**src/rtl/vlwp_pkg.sv**
```systemverilog
// Shared types and constants for the vector line walker with pincushion correction.
package vlwp_pkg;

  localparam int REG_IDX_BITS = 1;
  localparam int CFG_DATA_BITS = 7;
  localparam logic [REG_IDX_BITS-1:0] REG_PINCUSHION_SHIFT = 1'd0;
  localparam logic [REG_IDX_BITS-1:0] REG_STEP_SIZE = 1'd1;

  localparam logic [4:0] SHIFT_RESET = 5'd23;
  localparam logic [6:0] STEP_RESET = 7'd2;
  localparam logic [6:0] STEP_MAX = 7'd64;
  localparam int MAP_MARGIN = 38;

  localparam logic OP_LINE = 1'b0;
  localparam logic OP_TICK = 1'b1;

  typedef struct packed {
    logic [4:0] shift;
    logic [6:0] step;
  } cfg_t;

endpackage

```
**src/rtl/vlwp_div.sv**
```systemverilog
// Iterative signed divider with truncating quotient, one quotient bit per cycle.
module vlwp_div #(
  parameter int NW = 25,
  parameter int DW = 14
) (
  input  logic                 clk,
  input  logic                 rst_n,
  input  logic                 start,
  input  logic signed [NW-1:0] num,
  input  logic signed [DW-1:0] den,
  output logic                 done,
  output logic signed [NW:0]   quo
);

  localparam int CW = $clog2(NW + 1);

  logic          busy_r;
  logic          done_r;
  logic [CW-1:0] cnt_r;
  logic [DW-1:0] rem_r;
  logic [NW-1:0] nq_r;
  logic [DW-1:0] dmag_r;
  logic          neg_r;

  logic [NW-1:0] nmag;
  logic [DW-1:0] dmag;
  logic [DW:0]   rs;
  logic [DW:0]   diff;
  logic          ge;
  logic [NW:0]   qm;

  assign nmag = num[NW-1] ? (~num + 1'b1) : num;
  assign dmag = den[DW-1] ? (~den + 1'b1) : den;
  assign rs   = {rem_r, nq_r[NW-1]};
  assign diff = rs - {1'b0, dmag_r};
  assign ge   = (rs >= {1'b0, dmag_r});
  assign qm   = {1'b0, nq_r};
  assign quo  = neg_r ? (~qm + 1'b1) : qm;
  assign done = done_r;

  always_ff @(posedge clk) begin
    if (!rst_n) begin
      busy_r <= 1'b0;
      done_r <= 1'b0;
      cnt_r  <= '0;
    end else begin
      done_r <= 1'b0;
      if (start) begin
        busy_r <= 1'b1;
        cnt_r  <= CW'(NW);
      end else if (busy_r) begin
        cnt_r <= cnt_r - 1'b1;
        if (cnt_r == CW'(1)) begin
          busy_r <= 1'b0;
          done_r <= 1'b1;
        end
      end
    end
  end

  always_ff @(posedge clk) begin
    if (start) begin
      rem_r  <= '0;
      nq_r   <= nmag;
      dmag_r <= dmag;
      neg_r  <= num[NW-1] ^ den[DW-1];
    end else if (busy_r) begin
      rem_r <= ge ? diff[DW-1:0] : rs[DW-1:0];
      nq_r  <= {nq_r[NW-2:0], ge};
    end
  end

endmodule

```
**src/rtl/vlwp_front.sv**
```systemverilog
// Input stage: accepts items, clamps endpoints and queues them for the walker.
module vlwp_front #(
  parameter int COORD_BITS = 12
) (
  input  logic                         clk,
  input  logic                         rst_n,
  input  logic                         in_valid,
  output logic                         in_ready,
  input  logic                         in_op,
  input  logic signed [15:0]           in_x,
  input  logic signed [15:0]           in_y,
  input  logic [23:0]                  in_rgb,
  output logic                         q_valid,
  input  logic                         q_ready,
  output logic                         q_op,
  output logic signed [COORD_BITS-1:0] q_x,
  output logic signed [COORD_BITS-1:0] q_y,
  output logic [23:0]                  q_rgb
);

  localparam int C = COORD_BITS;
  localparam int HALF = 1 << (C - 1);
  localparam int QD = 2;
  localparam int PW = $clog2(QD);

  logic                op_q  [QD];
  logic signed [C-1:0] x_q   [QD];
  logic signed [C-1:0] y_q   [QD];
  logic [23:0]         rgb_q [QD];

  logic [PW-1:0] wp_r;
  logic [PW-1:0] rp_r;
  logic [PW:0]   cnt_r;

  logic                push;
  logic                pop;
  logic signed [C-1:0] cx;
  logic signed [C-1:0] cy;

  function automatic logic signed [C-1:0] clamp(input logic signed [15:0] v);
    logic signed [C-1:0] r;
    if (int'(v) < -HALF) r = C'(-HALF);
    else if (int'(v) > HALF - 1) r = C'(HALF - 1);
    else r = C'(v);
    return r;
  endfunction

  assign cx       = clamp(in_x);
  assign cy       = clamp(in_y);
  assign in_ready = (cnt_r != (PW+1)'(QD));
  assign q_valid  = (cnt_r != '0);
  assign push     = in_valid && in_ready;
  assign pop      = q_valid && q_ready;
  assign q_op     = op_q[rp_r];
  assign q_x      = x_q[rp_r];
  assign q_y      = y_q[rp_r];
  assign q_rgb    = rgb_q[rp_r];

  always_ff @(posedge clk) begin
    if (!rst_n) begin
      wp_r  <= '0;
      rp_r  <= '0;
      cnt_r <= '0;
    end else begin
      if (push) wp_r <= wp_r + 1'b1;
      if (pop) rp_r <= rp_r + 1'b1;
      if (push && !pop) cnt_r <= cnt_r + 1'b1;
      else if (pop && !push) cnt_r <= cnt_r - 1'b1;
    end
  end

  always_ff @(posedge clk) begin
    if (push) begin
      op_q[wp_r]  <= in_op;
      x_q[wp_r]   <= cx;
      y_q[wp_r]   <= cy;
      rgb_q[wp_r] <= in_rgb;
    end
  end

endmodule

```
**src/rtl/vlwp_back.sv**
```systemverilog
// Walker sequencer: line setup, stepping, pincushion correction and output register.
module vlwp_back #(
  parameter int COORD_BITS = 12
) (
  input  logic                         clk,
  input  logic                         rst_n,
  input  vlwp_pkg::cfg_t               cfg,
  input  logic                         q_valid,
  output logic                         q_ready,
  input  logic                         q_op,
  input  logic signed [COORD_BITS-1:0] q_x,
  input  logic signed [COORD_BITS-1:0] q_y,
  input  logic [23:0]                  q_rgb,
  output logic                         out_valid,
  input  logic                         out_ready,
  output logic [COORD_BITS-1:0]        out_x,
  output logic [COORD_BITS-1:0]        out_y,
  output logic [23:0]                  out_rgb,
  output logic                         out_last
);

  localparam int C = COORD_BITS;
  localparam int HALF = 1 << (C - 1);
  localparam int MAP_K = (1 << C) - 1 - vlwp_pkg::MAP_MARGIN;
  localparam int MAP_LO = vlwp_pkg::MAP_MARGIN - HALF;
  localparam int CODE_MAX = (1 << C) - 1;
  localparam int WW = C + 3;
  localparam int MA = 2 * C + 2;
  localparam int MB = C + 2;
  localparam int PW = MA + MB;
  localparam int NW = 2 * C + 1;
  localparam int DW = C + 2;

  localparam logic [3:0] S_IDLE  = 4'd0;
  localparam logic [3:0] S_MAPXM = 4'd1;
  localparam logic [3:0] S_MAPXD = 4'd2;
  localparam logic [3:0] S_MAPYM = 4'd3;
  localparam logic [3:0] S_MAPYD = 4'd4;
  localparam logic [3:0] S_DIFF  = 4'd5;
  localparam logic [3:0] S_ICPM  = 4'd6;
  localparam logic [3:0] S_ICPD  = 4'd7;
  localparam logic [3:0] S_STEP  = 4'd8;
  localparam logic [3:0] S_MINM  = 4'd9;
  localparam logic [3:0] S_MIND  = 4'd10;
  localparam logic [3:0] S_SQY   = 4'd11;
  localparam logic [3:0] S_CUBX  = 4'd12;
  localparam logic [3:0] S_SQX   = 4'd13;
  localparam logic [3:0] S_CUBY  = 4'd14;
  localparam logic [3:0] S_FIN   = 4'd15;

  localparam logic [1:0] MODE_XP = 2'd0;
  localparam logic [1:0] MODE_XN = 2'd1;
  localparam logic [1:0] MODE_YP = 2'd2;
  localparam logic [1:0] MODE_YN = 2'd3;

  logic [3:0]           state_r;
  logic                 started_r;
  logic                 active_r;
  logic [1:0]           mode_r;
  logic signed [C-1:0]  tgt_x_r, tgt_y_r;
  logic signed [C-1:0]  x1_r, y1_r;
  logic signed [C-1:0]  prev_x_r, prev_y_r;
  logic signed [WW-1:0] walk_x_r, walk_y_r;
  logic signed [C:0]    dx_r, dy_r;
  logic signed [WW-1:0] icpt_r;
  logic [23:0]          rgb_r;
  logic signed [PW-1:0] prod_r;
  logic signed [PW-1:0] termx_r;
  logic                 last_r;
  logic                 ov_r;
  logic [C-1:0]         ox_r, oy_r;
  logic [23:0]          orgb_r;
  logic                 olast_r;

  logic signed [MA-1:0] mul_a;
  logic signed [MB-1:0] mul_b;
  logic                 mul_en;
  logic signed [NW-1:0] div_num;
  logic signed [DW-1:0] div_den;
  logic                 div_start;
  logic                 div_done;
  logic signed [NW:0]   div_quo;

  logic [C-1:0]         ux, uy;
  logic signed [WW-1:0] xh, yh;
  logic [6:0]           st;
  logic signed [WW-1:0] nm_x_up, nm_x_dn, nm_y_up, nm_y_dn;
  logic signed [WW-1:0] pe_x, pe_y;
  logic signed [C:0]    dx_nxt, dy_nxt;
  logic [C:0]           adx, ady;
  logic                 out_free;
  logic signed [PW+1:0] xc_f, yc_f;
  logic [NW:0]          map_sum;
  logic                 step_done;

  function automatic logic [C-1:0] sat_code(input logic signed [PW+1:0] v);
    logic [C-1:0] r;
    if (v < 0) r = '0;
    else if (v > (PW+2)'(CODE_MAX)) r = '1;
    else r = v[C-1:0];
    return r;
  endfunction

  assign ux = {~tgt_x_r[C-1], tgt_x_r[C-2:0]};
  assign uy = {~tgt_y_r[C-1], tgt_y_r[C-2:0]};
  assign xh = walk_x_r >>> 1;
  assign yh = walk_y_r >>> 1;
  assign st = (cfg.step == 7'd0) ? 7'd1 :
              (cfg.step > vlwp_pkg::STEP_MAX) ? vlwp_pkg::STEP_MAX : cfg.step;
  assign pe_x = WW'(prev_x_r);
  assign pe_y = WW'(prev_y_r);
  assign nm_x_up = walk_x_r + WW'(st);
  assign nm_x_dn = walk_x_r - WW'(st);
  assign nm_y_up = walk_y_r + WW'(st);
  assign nm_y_dn = walk_y_r - WW'(st);
  assign dx_nxt = (C+1)'(x1_r) - (C+1)'(prev_x_r);
  assign dy_nxt = (C+1)'(y1_r) - (C+1)'(prev_y_r);
  assign adx = dx_nxt[C] ? (~dx_nxt + 1'b1) : dx_nxt;
  assign ady = dy_nxt[C] ? (~dy_nxt + 1'b1) : dy_nxt;
  assign out_free = !ov_r || out_ready;
  assign xc_f = (PW+2)'(walk_x_r) - (PW+2)'(termx_r >>> cfg.shift) + (PW+2)'(HALF);
  assign yc_f = (PW+2)'(walk_y_r) - (PW+2)'(prod_r >>> cfg.shift) + (PW+2)'(HALF);

  // Division by 2^C - 1 as p + (p >> C) + 1, shifted down by C bits.
  assign map_sum = (NW+1)'(prod_r[NW-1:0]) + (NW+1)'(prod_r[NW-1:C]) + (NW+1)'(1);

  assign q_ready   = (state_r == S_IDLE);
  assign out_valid = ov_r;
  assign out_x     = ox_r;
  assign out_y     = oy_r;
  assign out_rgb   = orgb_r;
  assign out_last  = olast_r;

  always_comb begin
    step_done = 1'b0;
    case (mode_r)
      MODE_XP: step_done = (nm_x_up >= pe_x);
      MODE_XN: step_done = (nm_x_dn <= pe_x);
      MODE_YP: step_done = (nm_y_up >= pe_y);
      default: step_done = (nm_y_dn <= pe_y);
    endcase
  end

  always_comb begin
    mul_a  = '0;
    mul_b  = '0;
    mul_en = 1'b1;
    case (state_r)
      S_MAPXM: begin
        mul_a = MA'(ux);
        mul_b = MB'(MAP_K);
      end
      S_MAPYM: begin
        mul_a = MA'(uy);
        mul_b = MB'(MAP_K);
      end
      S_ICPM: begin
        if (!mode_r[1]) begin
          mul_a = -(MA'(dy_r));
          mul_b = MB'(x1_r);
        end else begin
          mul_a = -(MA'(dx_r));
          mul_b = MB'(y1_r);
        end
      end
      S_MINM: begin
        if (!mode_r[1]) begin
          mul_a = MA'(walk_x_r);
          mul_b = MB'(dy_r);
        end else begin
          mul_a = MA'(walk_y_r);
          mul_b = MB'(dx_r);
        end
      end
      S_SQY: begin
        mul_a = MA'(yh);
        mul_b = MB'(yh);
      end
      S_CUBX: begin
        mul_a = prod_r[MA-1:0];
        mul_b = MB'(xh);
      end
      S_SQX: begin
        mul_a = MA'(xh);
        mul_b = MB'(xh);
      end
      S_CUBY: begin
        mul_a = prod_r[MA-1:0];
        mul_b = MB'(yh);
      end
      default: mul_en = 1'b0;
    endcase
  end

  always_comb begin
    div_num   = prod_r[NW-1:0];
    div_den   = mode_r[1] ? DW'(dy_r) : DW'(dx_r);
    div_start = ((state_r == S_ICPD) || (state_r == S_MIND)) && !started_r;
  end

  vlwp_div #(.NW(NW), .DW(DW)) u_div (
    .clk   (clk),
    .rst_n (rst_n),
    .start (div_start),
    .num   (div_num),
    .den   (div_den),
    .done  (div_done),
    .quo   (div_quo)
  );

  always_ff @(posedge clk) begin
    if (mul_en) prod_r <= PW'(mul_a) * PW'(mul_b);
  end

  always_ff @(posedge clk) begin
    if (!rst_n) begin
      state_r   <= S_IDLE;
      started_r <= 1'b0;
      active_r  <= 1'b0;
      mode_r    <= MODE_XP;
      prev_x_r  <= '0;
      prev_y_r  <= '0;
      walk_x_r  <= '0;
      walk_y_r  <= '0;
      dx_r      <= '0;
      dy_r      <= '0;
      icpt_r    <= '0;
      rgb_r     <= '0;
      ov_r      <= 1'b0;
    end else begin
      if (div_start) started_r <= 1'b1;
      if (div_done) started_r <= 1'b0;
      if (ov_r && out_ready && state_r != S_FIN) ov_r <= 1'b0;
      case (state_r)
        S_IDLE: begin
          if (q_valid) begin
            if (q_op == vlwp_pkg::OP_LINE) begin
              tgt_x_r <= q_x;
              tgt_y_r <= q_y;
              rgb_r   <= q_rgb;
              state_r <= S_MAPXM;
            end else if (active_r) begin
              state_r <= S_STEP;
            end
          end
        end
        S_MAPXM: state_r <= S_MAPXD;
        S_MAPXD: begin
          x1_r    <= map_sum[2*C-1:C] + C'(MAP_LO);
          state_r <= S_MAPYM;
        end
        S_MAPYM: state_r <= S_MAPYD;
        S_MAPYD: begin
          y1_r    <= map_sum[2*C-1:C] + C'(MAP_LO);
          state_r <= S_DIFF;
        end
        S_DIFF: begin
          dx_r <= dx_nxt;
          dy_r <= dy_nxt;
          if (adx >= ady) mode_r <= dx_nxt[C] ? MODE_XN : MODE_XP;
          else mode_r <= dy_nxt[C] ? MODE_YN : MODE_YP;
          state_r <= S_ICPM;
        end
        S_ICPM: begin
          if (!mode_r[1] && dx_r == '0) begin
            icpt_r   <= '0;
            walk_x_r <= pe_x;
            walk_y_r <= pe_y;
            prev_x_r <= x1_r;
            prev_y_r <= y1_r;
            active_r <= 1'b1;
            state_r  <= S_IDLE;
          end else begin
            state_r <= S_ICPD;
          end
        end
        S_ICPD: begin
          if (div_done) begin
            icpt_r   <= div_quo[WW-1:0] + (mode_r[1] ? WW'(x1_r) : WW'(y1_r));
            walk_x_r <= pe_x;
            walk_y_r <= pe_y;
            prev_x_r <= x1_r;
            prev_y_r <= y1_r;
            active_r <= 1'b1;
            state_r  <= S_IDLE;
          end
        end
        S_STEP: begin
          if (step_done) begin
            walk_x_r <= pe_x;
            walk_y_r <= pe_y;
            active_r <= 1'b0;
            last_r   <= 1'b1;
            state_r  <= S_SQY;
          end else begin
            case (mode_r)
              MODE_XP: walk_x_r <= nm_x_up;
              MODE_XN: walk_x_r <= nm_x_dn;
              MODE_YP: walk_y_r <= nm_y_up;
              default: walk_y_r <= nm_y_dn;
            endcase
            last_r  <= 1'b0;
            state_r <= S_MINM;
          end
        end
        S_MINM: begin
          if ((!mode_r[1] && dx_r == '0) || (mode_r[1] && dy_r == '0)) begin
            if (!mode_r[1]) walk_y_r <= icpt_r;
            else walk_x_r <= icpt_r;
            state_r <= S_SQY;
          end else begin
            state_r <= S_MIND;
          end
        end
        S_MIND: begin
          if (div_done) begin
            if (!mode_r[1]) walk_y_r <= div_quo[WW-1:0] + icpt_r;
            else walk_x_r <= div_quo[WW-1:0] + icpt_r;
            state_r <= S_SQY;
          end
        end
        S_SQY: state_r <= S_CUBX;
        S_CUBX: state_r <= S_SQX;
        S_SQX: begin
          termx_r <= prod_r;
          state_r <= S_CUBY;
        end
        S_CUBY: state_r <= S_FIN;
        S_FIN: begin
          if (out_free) begin
            ov_r    <= 1'b1;
            ox_r    <= sat_code(xc_f);
            oy_r    <= sat_code(yc_f);
            orgb_r  <= rgb_r;
            olast_r <= last_r;
            state_r <= S_IDLE;
          end
        end
        default: state_r <= S_IDLE;
      endcase
    end
  end

endmodule

```
**src/rtl/vector_line_walker_pincushion_core.sv**
```systemverilog
// Top level of the vector line walker with cubic pincushion correction.
//
// The in_ stream carries commands: in_tuser is the op (line command or tick), in_tdata
// holds the endpoint and the line colour. A line command produces no output; each tick
// on an active line produces one corrected point on the out_ stream, with out_tlast set
// on the line's endpoint. Ticks with no line in progress are dropped silently.
// A two-entry queue sits between the input stage and the walker, so the input keeps
// accepting while the walker is busy or the output waits, until the queue is full.
// A line command makes one pass through the bit-serial divider for the intercept; the
// endpoint maps use a reciprocal multiply. A tick makes one divider pass for the minor
// coordinate and four multiplies for the correction. A zero-length line skips both
// divider passes, and the tick on a line's endpoint skips its divider pass.
// Results leave through an output register; when the receiver stalls, the walker holds
// its next point until that register is free, and the queue fills behind it.
// Synchronous reset clears the queue, the line state and the output register, and
// loads the default shift and step size. The cfg_ port writes a register on any cycle
// with cfg_we high.
module vector_line_walker_pincushion_core #(
  parameter int COORD_BITS = 12
) (
  input  logic                                             clk,
  input  logic                                             rst_n,
  input  logic                                             cfg_we,
  input  logic [vlwp_pkg::REG_IDX_BITS-1:0]                cfg_index,
  input  logic [vlwp_pkg::CFG_DATA_BITS-1:0]               cfg_data,
  input  logic                                             in_tvalid,
  output logic                                             in_tready,
  // Fields from bit 0: target_x[15:0], target_y[15:0], red_in, green_in, blue_in.
  input  logic [55:0]                                      in_tdata,
  // Fields from bit 0: op.
  input  logic                                             in_tuser,
  output logic                                             out_tvalid,
  input  logic                                             out_tready,
  // Fields from bit 0: x_code, y_code, red_out, green_out, blue_out.
  output logic [((2*COORD_BITS+24+7)/8)*8-1:0]             out_tdata,
  output logic                                             out_tlast
);

  localparam int C = COORD_BITS;
  localparam int ODW = ((2 * C + 24 + 7) / 8) * 8;

  vlwp_pkg::cfg_t cfg_r;

  logic                q_valid;
  logic                q_ready;
  logic                q_op;
  logic signed [C-1:0] q_x;
  logic signed [C-1:0] q_y;
  logic [23:0]         q_rgb;
  logic [C-1:0]        o_x;
  logic [C-1:0]        o_y;
  logic [23:0]         o_rgb;

  always_ff @(posedge clk) begin
    if (!rst_n) begin
      cfg_r.shift <= vlwp_pkg::SHIFT_RESET;
      cfg_r.step  <= vlwp_pkg::STEP_RESET;
    end else if (cfg_we) begin
      case (cfg_index)
        vlwp_pkg::REG_PINCUSHION_SHIFT: cfg_r.shift <= cfg_data[4:0];
        vlwp_pkg::REG_STEP_SIZE:        cfg_r.step  <= cfg_data;
        default: ;
      endcase
    end
  end

  vlwp_front #(.COORD_BITS(C)) u_front (
    .clk      (clk),
    .rst_n    (rst_n),
    .in_valid (in_tvalid),
    .in_ready (in_tready),
    .in_op    (in_tuser),
    .in_x     (in_tdata[15:0]),
    .in_y     (in_tdata[31:16]),
    .in_rgb   ({in_tdata[39:32], in_tdata[47:40], in_tdata[55:48]}),
    .q_valid  (q_valid),
    .q_ready  (q_ready),
    .q_op     (q_op),
    .q_x      (q_x),
    .q_y      (q_y),
    .q_rgb    (q_rgb)
  );

  vlwp_back #(.COORD_BITS(C)) u_back (
    .clk       (clk),
    .rst_n     (rst_n),
    .cfg       (cfg_r),
    .q_valid   (q_valid),
    .q_ready   (q_ready),
    .q_op      (q_op),
    .q_x       (q_x),
    .q_y       (q_y),
    .q_rgb     (q_rgb),
    .out_valid (out_tvalid),
    .out_ready (out_tready),
    .out_x     (o_x),
    .out_y     (o_y),
    .out_rgb   (o_rgb),
    .out_last  (out_tlast)
  );

  assign out_tdata = ODW'({o_rgb[7:0], o_rgb[15:8], o_rgb[23:16], o_y, o_x});

endmodule

```
**config.mk**
```make
export PLATFORM = sky130hd
export DESIGN_NAME = vector_line_walker_pincushion_core
export DESIGN_NICKNAME = d
export VERILOG_FILES = /design/src/rtl/vlwp_pkg.sv /design/src/rtl/vlwp_div.sv /design/src/rtl/vlwp_front.sv /design/src/rtl/vlwp_back.sv /design/src/rtl/vector_line_walker_pincushion_core.sv
export SDC_FILE = /design/constraint.sdc
export NUM_CORES = 2
export LEC_CHECK = 0
export ABC_AREA = 1
export BUFFER_PORTS_ARGS = -buffer_cell sky130_fd_sc_hd__buf_4
export CAP_MARGIN = 10
export CORE_ASPECT_RATIO = 0.8
export CORE_UTILIZATION = 66
export DETAILED_ROUTE_END_ITERATION = 6
export MAX_ROUTING_LAYER = met4
export PLACE_DENSITY = 0.95
export SYNTH_ARGS = -nofsm -noshare
export SYNTH_HDL_FRONTEND = slang
export SYNTH_SLANG_ARGS = --single-unit
```
**constraint.sdc**
```tcl
create_clock -name clk -period 8.73 [get_ports clk]
set_input_delay 1.746 -clock clk [delete_from_list [all_inputs] [get_ports clk]]
set_output_delay 1.746 -clock clk [all_outputs]
set_load 0.05 [all_outputs]
```
==> metrics <==
outcome complete, no violations; core area 0.0806 sq mm; Slew headroom 0.172; Reg clk slew, reported paths 0.08 ns; root buffer cell clkbuf_16; DIE AREA a little over 0.08 sq mm; CP Data Arrival Time slightly below 9 ns; All-Layer GR Usage 0.464; Sw Pwr around 8.8 mW; clk sinks 482; final antenna-violating net count 0; Port Buffers 120; share of the synthesized area in the top cell type 0.176; Synth Instances between 7000 and 8000; Final Routed Wirelength around 190 mm; Crit-path slowest cell o221ai_2; DRC 0; most frequent cells in the layout nand2_1 (2051), inv_1 (1208), nor2_1 (627); asr flop ratio synth 0; H-Tree Depth 2; Yosys cell types just over 80; Pwr Density 282 mW/mm^2; Nets approximately 8400; syn_area_per_cell approximately 7 sq um; vias in the first global route 50100; register area share after synthesis 0.238; chip height 258 um; Logic pwr share 0.646; detailed-placement wirelength estimate around 150 mm; Hold Buf Count CTS 0; Final Setup Violations 0; post-route core utilization 0.715; Slew @ Worst Pin 1.24 ns; Syn-to-layout area delta 6.99%; Post-Synthesis Cell Area 0.0539 sq mm; Required @ worst endpoint 9.12 ns; critical path's largest stage delay approximately 0.68 ns; Worst VDD drop about 0.00027 V; share of cells above drive strength 1 0.0580; number of top-level pins about 120; Worst-Skew Late Latency ~0.66 ns; total global routing overflow 0; Net Sw Frac 0.543; RSZ-0062 raised after global routing no; Vias/cell ~6.1; crit path max fanout 20; internal power between 7 and 8 mW; number of synthesis warnings 0; Num CTS Buffers 49; CP Capture Type register; Max Cap Violations 0; initial drt markers 7558; crit path launch type register; P_leak ~29 nW; # fillers around 6500; post-CTS setup buffer count 0; number of flops mapped to enable cells by yosys about 320; DR vias 53200; Clock Skews roughly 0.067 ns; wire per inst 21.6 um; clock network fraction of design power 0.135; overall power between 15 and 20 mW; post-synth top area cell edfxtp_1; Max Fclk roughly 0.12 GHz; Longest Clk Path Bufs 3; max-slew violations 0; WS Path Type register to register; PostCTS Resize Cnt 0; Final min period roughly 8.4 ns; net count after synthesis roughly 8400; number of synthesized register bits 482; top post-synthesis cells by area edfxtp_1 (18%), nand2_1 (14%), fa_1 (13%); TritonCTS clock tree done; initial antenna violation count 6; cell row count between 90 and 100; Seq pwr share 0.218; commonest non-fill, non-tap cell in the layout nand2_1; Initial Utilization 0.669; drt first pass iters 7; TNS Setup 0 ns; most frequent CP cell fa_1; pin count of the biggest net entering global routing between 90 and 100; Synth Flop Type edfxtp_1; period utilization 0.967; routability cong. between 1 and 1.5; endpoints failing hold 0; first-pass GRT wire length roughly 290 mm; Die X ~320 um; Hold WC Path Type register to register
==> critical path, delay by kind of cell (launching register included) <==
family | cells | cell delay, ns
flip-flops | 1 | 0.39
AO/OA/AOI/OAI | 6 | 1.64
XOR/XNOR | 1 | 0.14
AND/OR/NAND/NOR | 8 | 1.34
adder cells (fa/ha/maj) | 7 | 3.64
buffers and inverters | 6 | 1.01
==> kinds of logic (layout without fill, tap and decap cells) <==
logic type,after synthesis,after routing,share of synthesized area
adder cells (fa/ha/maj),793,793,0.233
XOR/XNOR,200,200,0.0325
buffers and inverters,1489,1566,0.107
multiplexers,46,46,0.00854
flip-flops,482,482,0.238
AO/OA/AOI/OAI,1274,1274,0.133
other,1,8,0.0000696
AND/OR/NAND/NOR,3262,3262,0.248
==> worst paths after layout <==
check                            endpoint  slack, ns                      startpoint  cells past startpoint
min reg2reg  u_back.out_rgb[19]$_DFFE_PP_       0.43   u_back.rgb_r[19]$_SDFFE_PN0P_                      0
max           u_back.prod_r[39]$_DFFE_PP_       0.29  u_back.state_r[3]$_SDFFE_PN0P_                     28
min          u_back.out_rgb[19]$_DFFE_PP_       0.43   u_back.rgb_r[19]$_SDFFE_PN0P_                      0
max reg2reg   u_back.prod_r[39]$_DFFE_PP_       0.29  u_back.state_r[3]$_SDFFE_PN0P_                     28
==> metrics by stage <==
stage / setup WS [ns] / hold WS [ns] / cells / instance area [sq um]
detailed placement: 0.412 / 0.411 / 8623 / 56000
global placement: 0.570 / 0.407 / 8623 / 56000
floorplan: 1.24 / 0.400 / 7547 / 53900
global route: 0.000170 / 0.438 / 8722 / 57700
finish: 0.292 / 0.427 / 8723 / 57700
CTS: 0.390 / 0.429 / 8715 / 57600
==> sequential cells by signal (all words and copies together), names as in the netlist, 24 cells and up, named ones only <==
register,flops
u_back.rgb_r,24
u_front.y_q,24
u_back.out_rgb,24
u_front.x_q,24
u_back.termx_r,40
u_front.rgb_q,48
u_back.prod_r,40
u_back.u_div.nq_r,25
==> final cells by class <==
cell class                 count  area (sq um)  area share
multi-input combinational   5576         35400       0.614
sequential                   482         12800       0.222
inverter                    1254          4710      0.0817
timing repair buffer         220          1700      0.0294
tap                         1092          1370      0.0237
clock buffer                  65          1330      0.0230
clock inverter                27           297     0.00514
antenna                        7          17.5    0.000304
==> Yosys cell counts, types with 9 or more instances <==
cell type  number
a21oi_1       427
inv_2          39
o22ai_1        34
mux2i_1        46
nor4_1         15
nand3_1       346
a21oi_2        14
o21bai_1       12
a31oi_1        60
inv_1        1208
buf_1          21
fa_1          351
nand2_1      2052
a22o_1         16
dfxtp_1       166
xor2_1        160
nand3b_1       28
ha_1          442
a211oi_1       14
a21o_1         20
o211ai_1       16
a21boi_0       10
buf_2          48
nand4_1        67
xnor2_1        40
nor3_1         64
o21ai_0       555
edfxtp_1      316
buf_4          11
clkbuf_1      149
nor2_1        633
nor2_2          9
==> metal layers <==
layer / up-vias / global-route usage / wire length, um
li1: 24400 / - / -
met1: 24700 / 0.633 / 76300
met2: 3542 / 0.652 / 76600
met3: 610 / 0.134 / 27300
met4: 0 / 0.171 / 8610
met5: - / - / 0
==> power by group through the flow <==
stage / logic [mW] / clock network, mW / registers [mW]
3_3_place_gp: 9.78 / 0 / 3.53
3_5_place_dp: 10.0 / 0 / 3.54
5_1_grt: 11.5 / 2.27 / 3.54
6_report: 10.5 / 2.20 / 3.55
2_1_floorplan: 7.17 / 0 / 3.28
4_1_cts: 10.1 / 2.19 / 3.50
(Power assumes the default switching activity.)
